### config.mk
export PLATFORM = sky130hd
export DESIGN_NAME = protobuf_field_parser
export DESIGN_NICKNAME = d
export VERILOG_FILES = /design/src/rtl/pbfp_pkg.sv /design/src/rtl/pbfp_front.sv /design/src/rtl/pbfp_queue.sv /design/src/rtl/pbfp_back.sv /design/src/rtl/protobuf_field_parser.sv
export SDC_FILE = /design/constraint.sdc
export NUM_CORES = 2
export LEC_CHECK = 0
export BUFFER_PORTS_ARGS = -buffer_cell sky130_fd_sc_hd__buf_2
export CORE_UTILIZATION = 45
export CTS_CLUSTER_SIZE = 10
export DETAILED_ROUTE_END_ITERATION = 6
export MAX_ROUTING_LAYER = met4
export SLEW_MARGIN = 20
export SYNTH_ARGS = -nofsm -noshare
export SYNTH_HDL_FRONTEND = slang
export SYNTH_SLANG_ARGS = --single-unit
### constraint.sdc
create_clock -name clock -period 26.2 [get_ports clock]
set_input_delay 3.93 -clock clock [delete_from_list [all_inputs] [get_ports clock]]
set_output_delay 3.93 -clock clock [all_outputs]
set_load 0.03 [all_outputs]
### src/rtl/pbfp_pkg.sv
package pbfp_pkg;

   localparam int unsigned MSG_LEN_W   = 32;
   localparam int unsigned QUEUE_DEPTH = 4;
   localparam int unsigned QUEUE_PTR_W = $clog2(QUEUE_DEPTH);
   localparam int unsigned QUEUE_CNT_W = $clog2(QUEUE_DEPTH + 1);

   localparam logic [1:0] KIND_FIELD = 2'd0;
   localparam logic [1:0] KIND_END   = 2'd1;
   localparam logic [1:0] KIND_ERROR = 2'd2;

   localparam logic [2:0] WT_VARINT  = 3'd0;
   localparam logic [2:0] WT_FIXED64 = 3'd1;
   localparam logic [2:0] WT_LEN     = 3'd2;
   localparam logic [2:0] WT_FIXED32 = 3'd5;

   localparam logic [3:0] VARINT_LAST_CNT = 4'd9;
   localparam logic [7:0] CONT_BIT_MASK   = 8'h80;

   typedef struct packed {
      logic [7:0] data_byte;
      logic       msg_start;
   } pbfp_req_type;

   typedef struct packed {
      logic [1:0]  result_kind;
      logic [28:0] field_number;
      logic [2:0]  wire_type;
      logic [63:0] field_value;
      logic [31:0] payload_offset;
      logic [31:0] payload_length;
      logic        last_result;
   } pbfp_rsp_type;

   // one queue entry: results caused by one byte
   typedef struct packed {
      logic        field_valid;
      logic [28:0] field_number;
      logic [2:0]  wire_type;
      logic [63:0] field_value;
      logic [31:0] payload_offset;
      logic [31:0] payload_length;
      logic        tail_valid;
      logic [1:0]  tail_kind;
   } pbfp_entry_type;

endpackage

### src/rtl/pbfp_front.sv
module pbfp_front
   import pbfp_pkg::*;
(
   input  logic                 clock,
   input  logic                 reset,
   input  logic                 accept,
   input  pbfp_req_type         req_data,
   input  logic [MSG_LEN_W-1:0] msg_len,
   output logic                 push,
   output pbfp_entry_type       push_entry
);

   typedef enum logic [5:0] {
      PH_TAG    = 6'b000001,
      PH_VARINT = 6'b000010,
      PH_FIXED  = 6'b000100,
      PH_LENVAR = 6'b001000,
      PH_SKIP   = 6'b010000,
      PH_HALT   = 6'b100000
   } phase_type;

   logic [31:0] pos_ff, pos_in, pos_e;
   phase_type   phase_ff, phase_in, phase_e;
   logic [63:0] acc_ff, acc_in, acc_e;
   logic [3:0]  cnt_ff, cnt_in, cnt_e;
   logic [28:0] fnum_ff, fnum_in, fnum_e;
   logic [2:0]  wt_ff, wt_in, wt_e;
   logic [31:0] togo_ff, togo_in, togo_e;

   logic        active;
   logic        last;
   logic        bad;
   logic [31:0] pos_inc;
   logic [31:0] remaining;
   logic [6:0]  vshamt;
   logic [63:0] vacc;
   logic        vdone;
   logic        vlong;
   logic [7:0]  b;
   logic [31:0] need;
   logic [31:0] togo_dec;

   always_comb begin
      b        = req_data.data_byte;
      pos_e    = req_data.msg_start ? '0 : pos_ff;
      phase_e  = req_data.msg_start ? PH_TAG : phase_ff;
      acc_e    = req_data.msg_start ? '0 : acc_ff;
      cnt_e    = req_data.msg_start ? '0 : cnt_ff;
      fnum_e   = req_data.msg_start ? '0 : fnum_ff;
      wt_e     = req_data.msg_start ? '0 : wt_ff;
      togo_e   = req_data.msg_start ? '0 : togo_ff;

      active    = accept && (phase_e != PH_HALT) && (pos_e < msg_len);
      pos_inc   = pos_e + 32'd1;
      last      = (pos_inc == msg_len);
      remaining = msg_len - pos_inc;
      togo_dec  = togo_e - 32'd1;

      // varint step
      vshamt = 7'(cnt_e) * 7'd7;
      vacc   = acc_e;
      if (vshamt < 7'd64) begin
         vacc = acc_e | ({57'd0, b[6:0]} << vshamt[5:0]);
      end
      vdone = ((b & CONT_BIT_MASK) == 8'd0);
      vlong = !vdone && (cnt_e >= VARINT_LAST_CNT);
      need  = (vacc[2:0] == WT_FIXED64) ? 32'd8 : 32'd4;

      pos_in   = pos_ff;
      phase_in = phase_ff;
      acc_in   = acc_ff;
      cnt_in   = cnt_ff;
      fnum_in  = fnum_ff;
      wt_in    = wt_ff;
      togo_in  = togo_ff;
      bad      = 1'b0;
      push_entry = '0;

      if (accept) begin
         pos_in   = pos_e;
         phase_in = phase_e;
         acc_in   = acc_e;
         cnt_in   = cnt_e;
         fnum_in  = fnum_e;
         wt_in    = wt_e;
         togo_in  = togo_e;
      end

      if (active) begin
         pos_in = pos_inc;
         case (phase_e)
            PH_TAG: begin
               acc_in = vacc;
               cnt_in = cnt_e + 4'd1;
               if (vlong) begin
                  bad = 1'b1;
               end else if (vdone) begin
                  acc_in = '0;
                  cnt_in = '0;
                  if ((vacc[63:32] != 32'd0) || (vacc[31:3] == 29'd0)) begin
                     bad = 1'b1;
                  end else begin
                     fnum_in = vacc[31:3];
                     wt_in   = vacc[2:0];
                     if (vacc[2:0] == WT_VARINT) begin
                        phase_in = PH_VARINT;
                     end else if ((vacc[2:0] == WT_FIXED64) ||
                                  (vacc[2:0] == WT_FIXED32)) begin
                        if (remaining < need) begin
                           bad = 1'b1;
                        end else begin
                           togo_in  = need;
                           phase_in = PH_FIXED;
                        end
                     end else if (vacc[2:0] == WT_LEN) begin
                        phase_in = PH_LENVAR;
                     end else begin
                        bad = 1'b1;
                     end
                  end
               end
            end
            PH_VARINT: begin
               acc_in = vacc;
               cnt_in = cnt_e + 4'd1;
               if (vlong) begin
                  bad = 1'b1;
               end else if (vdone) begin
                  push_entry.field_valid  = 1'b1;
                  push_entry.field_number = fnum_e;
                  push_entry.wire_type    = WT_VARINT;
                  push_entry.field_value  = vacc;
                  phase_in = PH_TAG;
                  acc_in   = '0;
                  cnt_in   = '0;
                  fnum_in  = '0;
                  wt_in    = '0;
                  togo_in  = '0;
               end
            end
            PH_FIXED: begin
               acc_in  = acc_e | ({56'd0, b} << {cnt_e[2:0], 3'b000});
               cnt_in  = cnt_e + 4'd1;
               togo_in = togo_dec;
               if (togo_dec == 32'd0) begin
                  push_entry.field_valid  = 1'b1;
                  push_entry.field_number = fnum_e;
                  push_entry.wire_type    = wt_e;
                  push_entry.field_value  = acc_in;
                  phase_in = PH_TAG;
                  acc_in   = '0;
                  cnt_in   = '0;
                  fnum_in  = '0;
                  wt_in    = '0;
               end
            end
            PH_LENVAR: begin
               acc_in = vacc;
               cnt_in = cnt_e + 4'd1;
               if (vlong) begin
                  bad = 1'b1;
               end else if (vdone) begin
                  if (vacc > {32'd0, remaining}) begin
                     bad = 1'b1;
                  end else begin
                     push_entry.field_valid    = 1'b1;
                     push_entry.field_number   = fnum_e;
                     push_entry.wire_type      = WT_LEN;
                     push_entry.payload_offset = pos_inc;
                     push_entry.payload_length = vacc[31:0];
                     phase_in = (vacc[31:0] != 32'd0) ? PH_SKIP : PH_TAG;
                     togo_in  = vacc[31:0];
                     acc_in   = '0;
                     cnt_in   = '0;
                     fnum_in  = '0;
                     wt_in    = '0;
                  end
               end
            end
            PH_SKIP: begin
               if (togo_e != 32'd0) begin
                  togo_in = togo_dec;
               end
               if ((togo_e == 32'd0) || (togo_dec == 32'd0)) begin
                  togo_in  = '0;
                  phase_in = PH_TAG;
               end
            end
            default: begin
               phase_in = phase_e;
            end
         endcase

         if (bad || last) begin
            push_entry.tail_valid = 1'b1;
            if (!bad && (phase_in == PH_TAG) && (cnt_in == 4'd0)) begin
               push_entry.tail_kind = KIND_END;
            end else begin
               push_entry.tail_kind = KIND_ERROR;
            end
            phase_in = PH_HALT;
            acc_in   = '0;
            cnt_in   = '0;
            fnum_in  = '0;
            wt_in    = '0;
            togo_in  = '0;
         end
      end

      push = active && (push_entry.field_valid || push_entry.tail_valid);
   end

   always_ff @(posedge clock) begin
      if (reset) begin
         pos_ff   <= '0;
         phase_ff <= PH_TAG;
         acc_ff   <= '0;
         cnt_ff   <= '0;
         fnum_ff  <= '0;
         wt_ff    <= '0;
         togo_ff  <= '0;
      end else begin
         pos_ff   <= pos_in;
         phase_ff <= phase_in;
         acc_ff   <= acc_in;
         cnt_ff   <= cnt_in;
         fnum_ff  <= fnum_in;
         wt_ff    <= wt_in;
         togo_ff  <= togo_in;
      end
   end

endmodule

### src/rtl/pbfp_queue.sv
module pbfp_queue
   import pbfp_pkg::*;
(
   input  logic           clock,
   input  logic           reset,
   input  logic           push,
   input  pbfp_entry_type push_entry,
   input  logic           pop,
   output logic           full,
   output logic           not_empty,
   output pbfp_entry_type head
);

   pbfp_entry_type         mem_ff [QUEUE_DEPTH];
   logic [QUEUE_PTR_W-1:0] wr_ptr_ff, wr_ptr_in;
   logic [QUEUE_PTR_W-1:0] rd_ptr_ff, rd_ptr_in;
   logic [QUEUE_CNT_W-1:0] count_ff, count_in;

   assign full      = (count_ff == QUEUE_CNT_W'(QUEUE_DEPTH));
   assign not_empty = (count_ff != '0);
   assign head      = mem_ff[rd_ptr_ff];

   always_comb begin
      wr_ptr_in = push ? wr_ptr_ff + QUEUE_PTR_W'(1) : wr_ptr_ff;
      rd_ptr_in = pop ? rd_ptr_ff + QUEUE_PTR_W'(1) : rd_ptr_ff;
      count_in  = count_ff;
      if (push && !pop) begin
         count_in = count_ff + QUEUE_CNT_W'(1);
      end else if (pop && !push) begin
         count_in = count_ff - QUEUE_CNT_W'(1);
      end
   end

   always_ff @(posedge clock) begin
      if (push) begin
         mem_ff[wr_ptr_ff] <= push_entry;
      end
   end

   always_ff @(posedge clock) begin
      if (reset) begin
         wr_ptr_ff <= '0;
         rd_ptr_ff <= '0;
         count_ff  <= '0;
      end else begin
         wr_ptr_ff <= wr_ptr_in;
         rd_ptr_ff <= rd_ptr_in;
         count_ff  <= count_in;
      end
   end

   a_no_push_when_full: assert property (@(posedge clock) disable iff (reset)
      !(push && full)) else $error("queue overflow");

   a_no_pop_when_empty: assert property (@(posedge clock) disable iff (reset)
      !(pop && !not_empty)) else $error("queue underflow");

   a_count_drops_on_pop: assert property (@(posedge clock) disable iff (reset)
      (pop && !push) |=> (count_ff == $past(count_ff) - QUEUE_CNT_W'(1)))
      else $error("queue count did not drop on pop");

   a_empty_ptrs_equal: assert property (@(posedge clock) disable iff (reset)
      (count_ff == '0) |-> (wr_ptr_ff == rd_ptr_ff))
      else $error("queue pointers differ while empty");

endmodule

### src/rtl/pbfp_back.sv
module pbfp_back
   import pbfp_pkg::*;
(
   input  logic           clock,
   input  logic           reset,
   input  logic           not_empty,
   input  pbfp_entry_type head,
   input  logic           rsp_ready,
   output logic           rsp_valid,
   output pbfp_rsp_type   rsp_data,
   output logic           pop
);

   logic tail_stage_ff, tail_stage_in;
   logic show_tail;
   logic transfer;

   always_comb begin
      show_tail = tail_stage_ff || !head.field_valid;
      rsp_valid = not_empty;
      transfer  = rsp_valid && rsp_ready;
      pop       = transfer && (show_tail || !head.tail_valid);

      tail_stage_in = tail_stage_ff;
      if (pop) begin
         tail_stage_in = 1'b0;
      end else if (transfer) begin
         tail_stage_in = 1'b1;
      end

      rsp_data = '0;
      if (show_tail) begin
         rsp_data.result_kind = head.tail_kind;
         rsp_data.last_result = 1'b1;
      end else begin
         rsp_data.result_kind    = KIND_FIELD;
         rsp_data.field_number   = head.field_number;
         rsp_data.wire_type      = head.wire_type;
         rsp_data.field_value    = head.field_value;
         rsp_data.payload_offset = head.payload_offset;
         rsp_data.payload_length = head.payload_length;
         rsp_data.last_result    = !head.tail_valid;
      end
   end

   always_ff @(posedge clock) begin
      if (reset) begin
         tail_stage_ff <= 1'b0;
      end else begin
         tail_stage_ff <= tail_stage_in;
      end
   end

   a_tail_stage_has_pair: assert property (@(posedge clock) disable iff (reset)
      tail_stage_ff |-> (not_empty && head.field_valid && head.tail_valid))
      else $error("tail stage without a field and tail pair");

endmodule

### src/rtl/protobuf_field_parser.sv
// results: each result is registered in the result queue and offered from its head
// throughput: one byte per cycle while the result queue is not full; a byte causing a field and an
// end or error yields two results from a single entry, absorbed by a four-entry result queue
// reset: synchronous, clears parse state and queue, message length returns to 1
module protobuf_field_parser
   import pbfp_pkg::*;
(
   input  logic                 clock,
   input  logic                 reset,
   input  logic                 req_valid,
   output logic                 req_ready,
   input  pbfp_req_type         req_data,
   output logic                 rsp_valid,
   input  logic                 rsp_ready,
   output pbfp_rsp_type         rsp_data,
   input  logic                 csr_write_enable,
   input  logic [MSG_LEN_W-1:0] csr_write_data
);

   logic [MSG_LEN_W-1:0] msg_len_ff, msg_len_in;
   logic                 accept;
   logic                 push;
   logic                 pop;
   logic                 full;
   logic                 not_empty;
   pbfp_entry_type       push_entry;
   pbfp_entry_type       head;

   assign req_ready  = !full;
   assign accept     = req_valid && req_ready;
   assign msg_len_in = csr_write_enable ? csr_write_data : msg_len_ff;

   always_ff @(posedge clock) begin
      if (reset) begin
         msg_len_ff <= MSG_LEN_W'(1);
      end else begin
         msg_len_ff <= msg_len_in;
      end
   end

   pbfp_front u_front (
      .clock      (clock),
      .reset      (reset),
      .accept     (accept),
      .req_data   (req_data),
      .msg_len    (msg_len_ff),
      .push       (push),
      .push_entry (push_entry)
   );

   pbfp_queue u_queue (
      .clock      (clock),
      .reset      (reset),
      .push       (push),
      .push_entry (push_entry),
      .pop        (pop),
      .full       (full),
      .not_empty  (not_empty),
      .head       (head)
   );

   pbfp_back u_back (
      .clock     (clock),
      .reset     (reset),
      .not_empty (not_empty),
      .head      (head),
      .rsp_ready (rsp_ready),
      .rsp_valid (rsp_valid),
      .rsp_data  (rsp_data),
      .pop       (pop)
   );

endmodule

Yosys cells after proc, flatten, opt, wreduce, memory -nomap -nowiden
Memory sizes are Yosys's and may differ from the RTL's. A register that Yosys moved wholly into a read port is not among the register bits. Cells that the tools add are included.

Register bits after elaboration: 210. Memory bits (writable): 656. Bits of input ports: 46. Word-level logic and storage cells: 214. Memories: 1.

Memory list: u_queue.mem_ff (depth 4, bits a word 164, rd ports 1, clocked after memory_dff 1, wr ports 1, RTL line pbfp_queue.sv:14) `pbfp_entry_type mem_ff [QUEUE_DEPTH];`.

Add/sub/neg operators: 8. $mul: 1. Magnitude comparators: 5. Equal/unequal tests: 12. Shift operators: 2. Muxes and demuxes: 132. Bitwise logic cells: 2. Reductions and logical operators: 39.

Operators by type and width (count): 64-bit two-way mux (15); 32-bit two-way mux (20); 29-bit two-way mux (13); 97-bit two-way mux (3); 64-bit case mux with 3 select lines (1); 164-bit two-way mux (1); 160-bit two-way mux (1); 32-bit case mux with 5 select lines (1); 64-bit OR (2); 64-bit case mux with 2 select lines (1); 29-bit case mux with 4 select lines (1); 6-bit two-way mux (19); 33-bit two-way mux (3); 33-bit case mux with 3 select lines (1); 32-bit nonzero test (3); 64-bit by 32-bit greater-than comparator with 1-bit output (1); 32-bit zero test (2); 32-bit less-than comparator (2); 7-bit by 6-bit << shifter with 64-bit output (1); 8-bit by 6-bit << shifter with 64-bit output (1); 3-bit two-way mux (16); 4-bit two-way mux (12); 32-bit by 1-bit adder with 32-bit output (second input constant) (1); 32-bit == test (1); 35 further kinds (79).

Depth between registers and ports, before layout
Depth after elaboration: 28. Depth in mapped cells: 50.

By module
From an unflattened synthesis, not the netlist that was laid out.

Cell total of the unflattened synthesis: 3792. Area, all modules: 44664.1 um2.

Modules (own cells, without submodules): pbfp_queue (instances 1, cells each 900, area an instance 24083.1 um2, sequential area each 19879.1 um2); pbfp_front (instances 1, cells each 2598, area an instance 18182.4 um2, sequential area each 3403.3 um2); pbfp_back (instances 1, cells each 189, area an instance 1222.4 um2, sequential area each 20.0 um2); protobuf_field_parser (instances 1, cells each 105, area an instance 1176.1 um2, sequential area each 640.6 um2).

Least setup slack after synthesis
OpenSTA, ideal clock, no wires.

Kind: input to register. Start: input req_data[0] in the netlist's numbering. End: memory u_queue.mem_ff[0][0] in the netlist's numbering (enable). Setup time: 544 ps. Arrival time: 15679 ps. Data required time: 25656 ps. Slack: 9978 ps. Stages on the path: 39. Cells stage by stage: buf_4 -> clkbuf_1 -> buf_1 -> clkbuf_1 -> buf_1 -> clkbuf_1 -> clkbuf_1 -> clkbuf_1 -> clkbuf_1 -> nor2b_1 -> ha_1 -> nand3b_1 -> nor2_1 -> xnor2_1 -> ha_1 -> clkbuf_1 -> and2_1 -> o2111ai_1 -> (+3 left out) -> o31a_1 -> a21oi_1 -> mux2i_1 -> nor2_1 -> xnor2_1 -> ha_1 -> nand4_1 -> nor2_1 -> o21a_1 -> and4b_1 -> a2111oi_1 -> o311ai_2 -> a21oi_1 -> nand2_1 -> a21oi_1 -> a21oi_2 -> inv_1 -> and2_1.

Word-level cells in the longest chain between the ends: 23. Elaborated cells between the ends (all ways): 62.

RTL lines: start: declaration (RTL line protobuf_field_parser.sv:12) `input pbfp_req_type req_data,`; 4-bit two-way mux (RTL line pbfp_front.sv:48) `cnt_e = req_data.msg_start ? '0 : cnt_ff;`; 4-bit by 3-bit multiplier with 7-bit output (RTL line pbfp_front.sv:60) `vshamt = 7'(cnt_e) * 7'd7;`; 7-bit by 6-bit << shifter with 64-bit output (RTL line pbfp_front.sv:63) `vacc = acc_e | ({57'd0, b[6:0]} << vshamt[5:0]);`; 64-bit OR (RTL line pbfp_front.sv:63); 64-bit two-way mux (RTL line pbfp_front.sv:62) `if (vshamt < 7'd64) begin`; 3-bit by 1-bit == test with 1-bit output (RTL line pbfp_front.sv:67, pbfp_front.sv:107); 4-bit two-way mux (RTL line pbfp_front.sv:67) `need = (vacc[2:0] == WT_FIXED64) ? 32'd8 : 32'd4;`; 32-bit less-than comparator (RTL line pbfp_front.sv:109) `if (remaining < need) begin`; (+8 left out); 1-bit logical OR (RTL line pbfp_front.sv:194) `if (bad || last) begin`; 3-bit two-way mux (RTL line pbfp_front.sv:194); 164-bit two-way mux (RTL line pbfp_front.sv:89) `if (active) begin`; 1-bit logical OR (RTL line pbfp_front.sv:210) `push = active && (push_entry.field_valid || push_entry.tail_valid);`; 1-bit logical AND (*) (RTL line pbfp_front.sv:210); via push (RTL line protobuf_field_parser.sv:22) `logic push;`; 1-bit two-way mux (*) (RTL line pbfp_queue.sv:35) `if (push) begin`; 1-bit two-way mux (implied by the code) (*) (RTL line pbfp_queue.sv:36) `mem_ff[wr_ptr_ff] <= push_entry;`; end: declaration (RTL line pbfp_queue.sv:14).

Mark *: on every way through the listed nets, which the timed path passes. The rest lies on a longest branch. The select of a mux whose other input is x is not followed.

Worst setup path in the final report
Start: input req_data[0] in the netlist's numbering. End: memory u_queue.mem_ff[3][112] in the netlist's numbering (enable).

Same word-level chain as after synthesis.

==> impl_metrics.py <==
metrics = {
    "logic_synthesis": {
        "avgSynthCellArea_um2": 11.5,
        "ys_types": 113,
        "synth-edff-count": 656,
        "synth-xor-area-share": 0.0192,
        "syn_nets": 4102,
        "synthSimpleGateAreaFrac": 0.140,
        "synth_top_family_by_area": "compound AO/OA/AOI/OAI gates",
        "synth_compound_area_frac": 0.152,
        "yosysSeqAreaShare": 0.526,
        "synthFlopType": "edfxtp_1",
        "postSynthCellCount": 3948,
        "async_reset_ff_frac": 0,
        "yosys-mux-area-fraction": 0.0970,
        "synth_area_um2": 45500,
        "yosys.area_share.adder": 0.0316,
        "synthTopCellsByArea": "edfxtp_1, dfxtp_1, mux4_2",
        "synthDominantCellAreaShare": 0.433,
        "synth_top_area_cell": "edfxtp_1",
        "ys_ff_latch": 868,
        "yosysWarnings": 0,
    },
    "die": {
        "rows": 116,
        "initial_core_util": 0.455,
        "die_x_um": 320,
        "die_h_um": 320,
        "ios": 211,
        "coreArea_um2": 100000,
        "dieArea_um2": 102000,
    },
    "placed_design": {
        "placed_cell_area_um2": 47700,
        "gp_congestion": 1.01,
        "port_buffers": 210,
        "hpwlAfterDp_mm": 99.6,
        "dp_cells": 5232,
    },
    "critical_path": {
        "required_ns": 26.50,
        "crit_path_max_incr_delay_ns": 0.87,
        "critPathMaxFanout": 66,
        "cp-end-kind": "flop",
        "critical_path_class": "input port to flop",
        "cp_slowest_cell": "buf_4",
        "cp-start-kind": "input port",
        "crit_top_cell": "buf_4",
        "arrival_ns": 14.87,
    },
    "drt": {
        "wl_met2_mm": 64.9,
        "dr.pass1.iters": 7,
        "via_per_inst": 6.42,
        "drt_iter0_drc": 4225,
        "top_layer": "met4",
        "wl_met3_mm": 12.9,
        "totalWireLength_mm": 148,
        "drc": 2,
        "wl_met1_mm": 65.0,
        "detail_route.wl_per_cell_um": 27.3,
        "ant_nets": 0,
        "vias": 34800,
    },
    "timing": {
        "max_slew.worst_pin.slew_ns": 1.26,
        "fmax_mhz": 68.6,
        "holdWs_ns": 0.487,
        "post-route-period-util": 0.556,
        "fin_worst_skew_ns": 0.0346,
        "rsz0062_at_grt": "no",
        "setup_tns_ns": 0,
        "fin_crit_ns": 14.57,
        "hold_viol": 0,
        "relSlewSlack": 0.146,
        "drv_slew": 0,
        "setup_violations": 0,
    },
    "final_layout": {
        "layout.nets": 4191,
        "seq_area_um2": 24000,
        "multi_input_area_um2": 20100,
        "fillers": 8867,
        "drive_gt1_frac": 0.157,
        "instances_no_fill": 5422,
        "final_area_um2": 50700,
        "synthToLayoutAreaGrowth_pct": 11.3,
    },
    "clocking": {
        "cts_tree": "built",
        "cts_buffers": 101,
        "cts_resized": 0,
        "cts_hold_buf": 0,
        "cts.sinks": 868,
        "h-tree-depth": 3,
        "cts_root_buf": "clkbuf_16",
        "path_clk_slew_ns": 0.05,
        "clock_latency_ns": 0.70,
        "clock_path_buffers": 3,
        "cts_setup_buffers": 0,
    },
    "grt": {
        "grt_pass1_wl_mm": 220,
        "grt_overflow": 0,
        "grt_pass1_vias": 32600,
        "grt_antenna_before_repair": 2,
        "grt_util_all_layers": 0.293,
        "grt_max_degree": 115,
    },
    "status": {
        "status": "finished, violations left",
        "violations": "design-rule violations",
    },
    "power": {
        "power_per_cell_area_nw_per_um2": 83.3,
        "ir_drop_mv": 0.0568,
        "p_leak_nw": 18.2,
    },
    "flow_run": {
        "maxCapViolCount": 0,
    },
    "min_path": {
        "hp-class": "flop to flop",
    },
}
[cell type report]
class	instances	area share
tap	1298	0.0320
clock inverter	16	0.00331
timing repair buffer	275	0.0312
inverter	101	0.00748
antenna	2	0.0000988
sequential	868	0.473
clock buffer	172	0.0559
multi-input combinational	2690	0.397
[placed cells by master (no fill, tap or decap), types with 46 or more instances in the layout]
master / Yosys / routed
clkbuf_1: 208 / 68
a21o_1: 46 / 46
a221o_1: 53 / 53
mux4_2: 168 / 168
mux2i_1: 53 / 53
ha_1: 102 / 102
nor2b_1: 226 / 226
a31oi_1: 52 / 52
clkbuf_16: 0 / 102
a22oi_1: 87 / 87
nand3_1: 71 / 70
nand2_1: 168 / 168
and2_1: 53 / 47
buf_4: 8 / 64
and3_1: 49 / 49
inv_1: 99 / 98
a21oi_1: 321 / 319
xnor2_1: 55 / 55
o21ai_0: 113 / 112
dfxtp_1: 212 / 210
nor3_1: 47 / 47
edfxtp_1: 656 / 656
nor2_1: 458 / 454
buf_2: 21 / 208
[state kept, by name, indices dropped and copies added, names as in the netlist, named ones only]
name,cells
u_queue.count_ff,3
u_queue.wr_ptr_ff,2
u_front.cnt_ff,4
u_queue.rd_ptr_ff,2
u_front.pos_ff,32
u_front.fnum_ff,29
u_front.phase_ff,6
msg_len_ff,32
u_front.acc_ff,64
u_front.wt_ff,3
u_queue.mem_ff,656
u_front.togo_ff,32
u_back.tail_stage_ff,1
[synthesized netlist by cell type (31+ instances only)]
cell,n
edfxtp_1,656
nor2_1,458
a21oi_1,321
nor2b_1,226
dfxtp_1,212
clkbuf_1,208
mux4_2,168
nand2_1,168
o21ai_0,113
ha_1,102
inv_1,99
a22oi_1,87
nand3_1,71
xnor2_1,55
a221o_1,53
and2_1,53
mux2i_1,53
a31oi_1,52
and3_1,49
nor3_1,47
a21o_1,46
o2bb2ai_1,46
buf_1,44
a32o_1,43
nand4_1,37
nor4_1,31
[cell families after synthesis]
kind of cell	after synthesis
compound gates	1001
xor+xnor	89
fa+ha+maj	112
buf+inv	390
flops	868
mux	230
simple gates	1258
[final timing paths]
check	startpoint	to	slack, ns	cells past startpoint
max	req_data[0]	u_queue.mem_ff[3][112]	11.63	36
min	u_front.fnum_ff[8]	u_front.fnum_ff[8]	0.49	1
max reg2reg	u_front.cnt_ff[0]	u_queue.mem_ff[3][112]	14.77	31
min reg2reg	u_front.fnum_ff[8]	u_front.fnum_ff[8]	0.49	1
[per-stage QoR]
step | power (mW) | setup WS [ns] | utilization
2_1_floorplan | 2.55 | 9.98 | -
3_5_place_dp | 2.94 | 11.02 | 0.476
5_1_grt | 4.39 | 10.82 | 0.506
3_3_place_gp | 2.94 | 11.23 | 0.476
4_1_cts | 4.24 | 11.73 | 0.506
6_report | 4.22 | 11.63 | 0.506
[worst max-delay path: cells and delay by family]
family / cells / cell delay (ns)
adder cells (fa/ha/maj): 2 / 0.73
AND/OR/NAND/NOR: 15 / 4.21
XOR/XNOR: 2 / 0.35
buffers and inverters: 9 / 3.36
AO/OA/AOI/OAI: 8 / 2.06
[per-layer routing]
layer,track usage,up-vias
met5,-,-
met4,0.0954,0
met1,0.421,17400
met2,0.422,1790
li1,-,15300
met3,0.0494,285
[report_power, final]
| part | internal (mW) | total [mW] | switching (mW) |
|---|---|---|---|
| Clock | 0.752 | 1.30 | 0.549 |
| Sequential | 1.55 | 1.63 | 0.0700 |
| Combinational | 0.458 | 1.30 | 0.840 |
No activity file was read; power rests on OpenSTA's default activity.
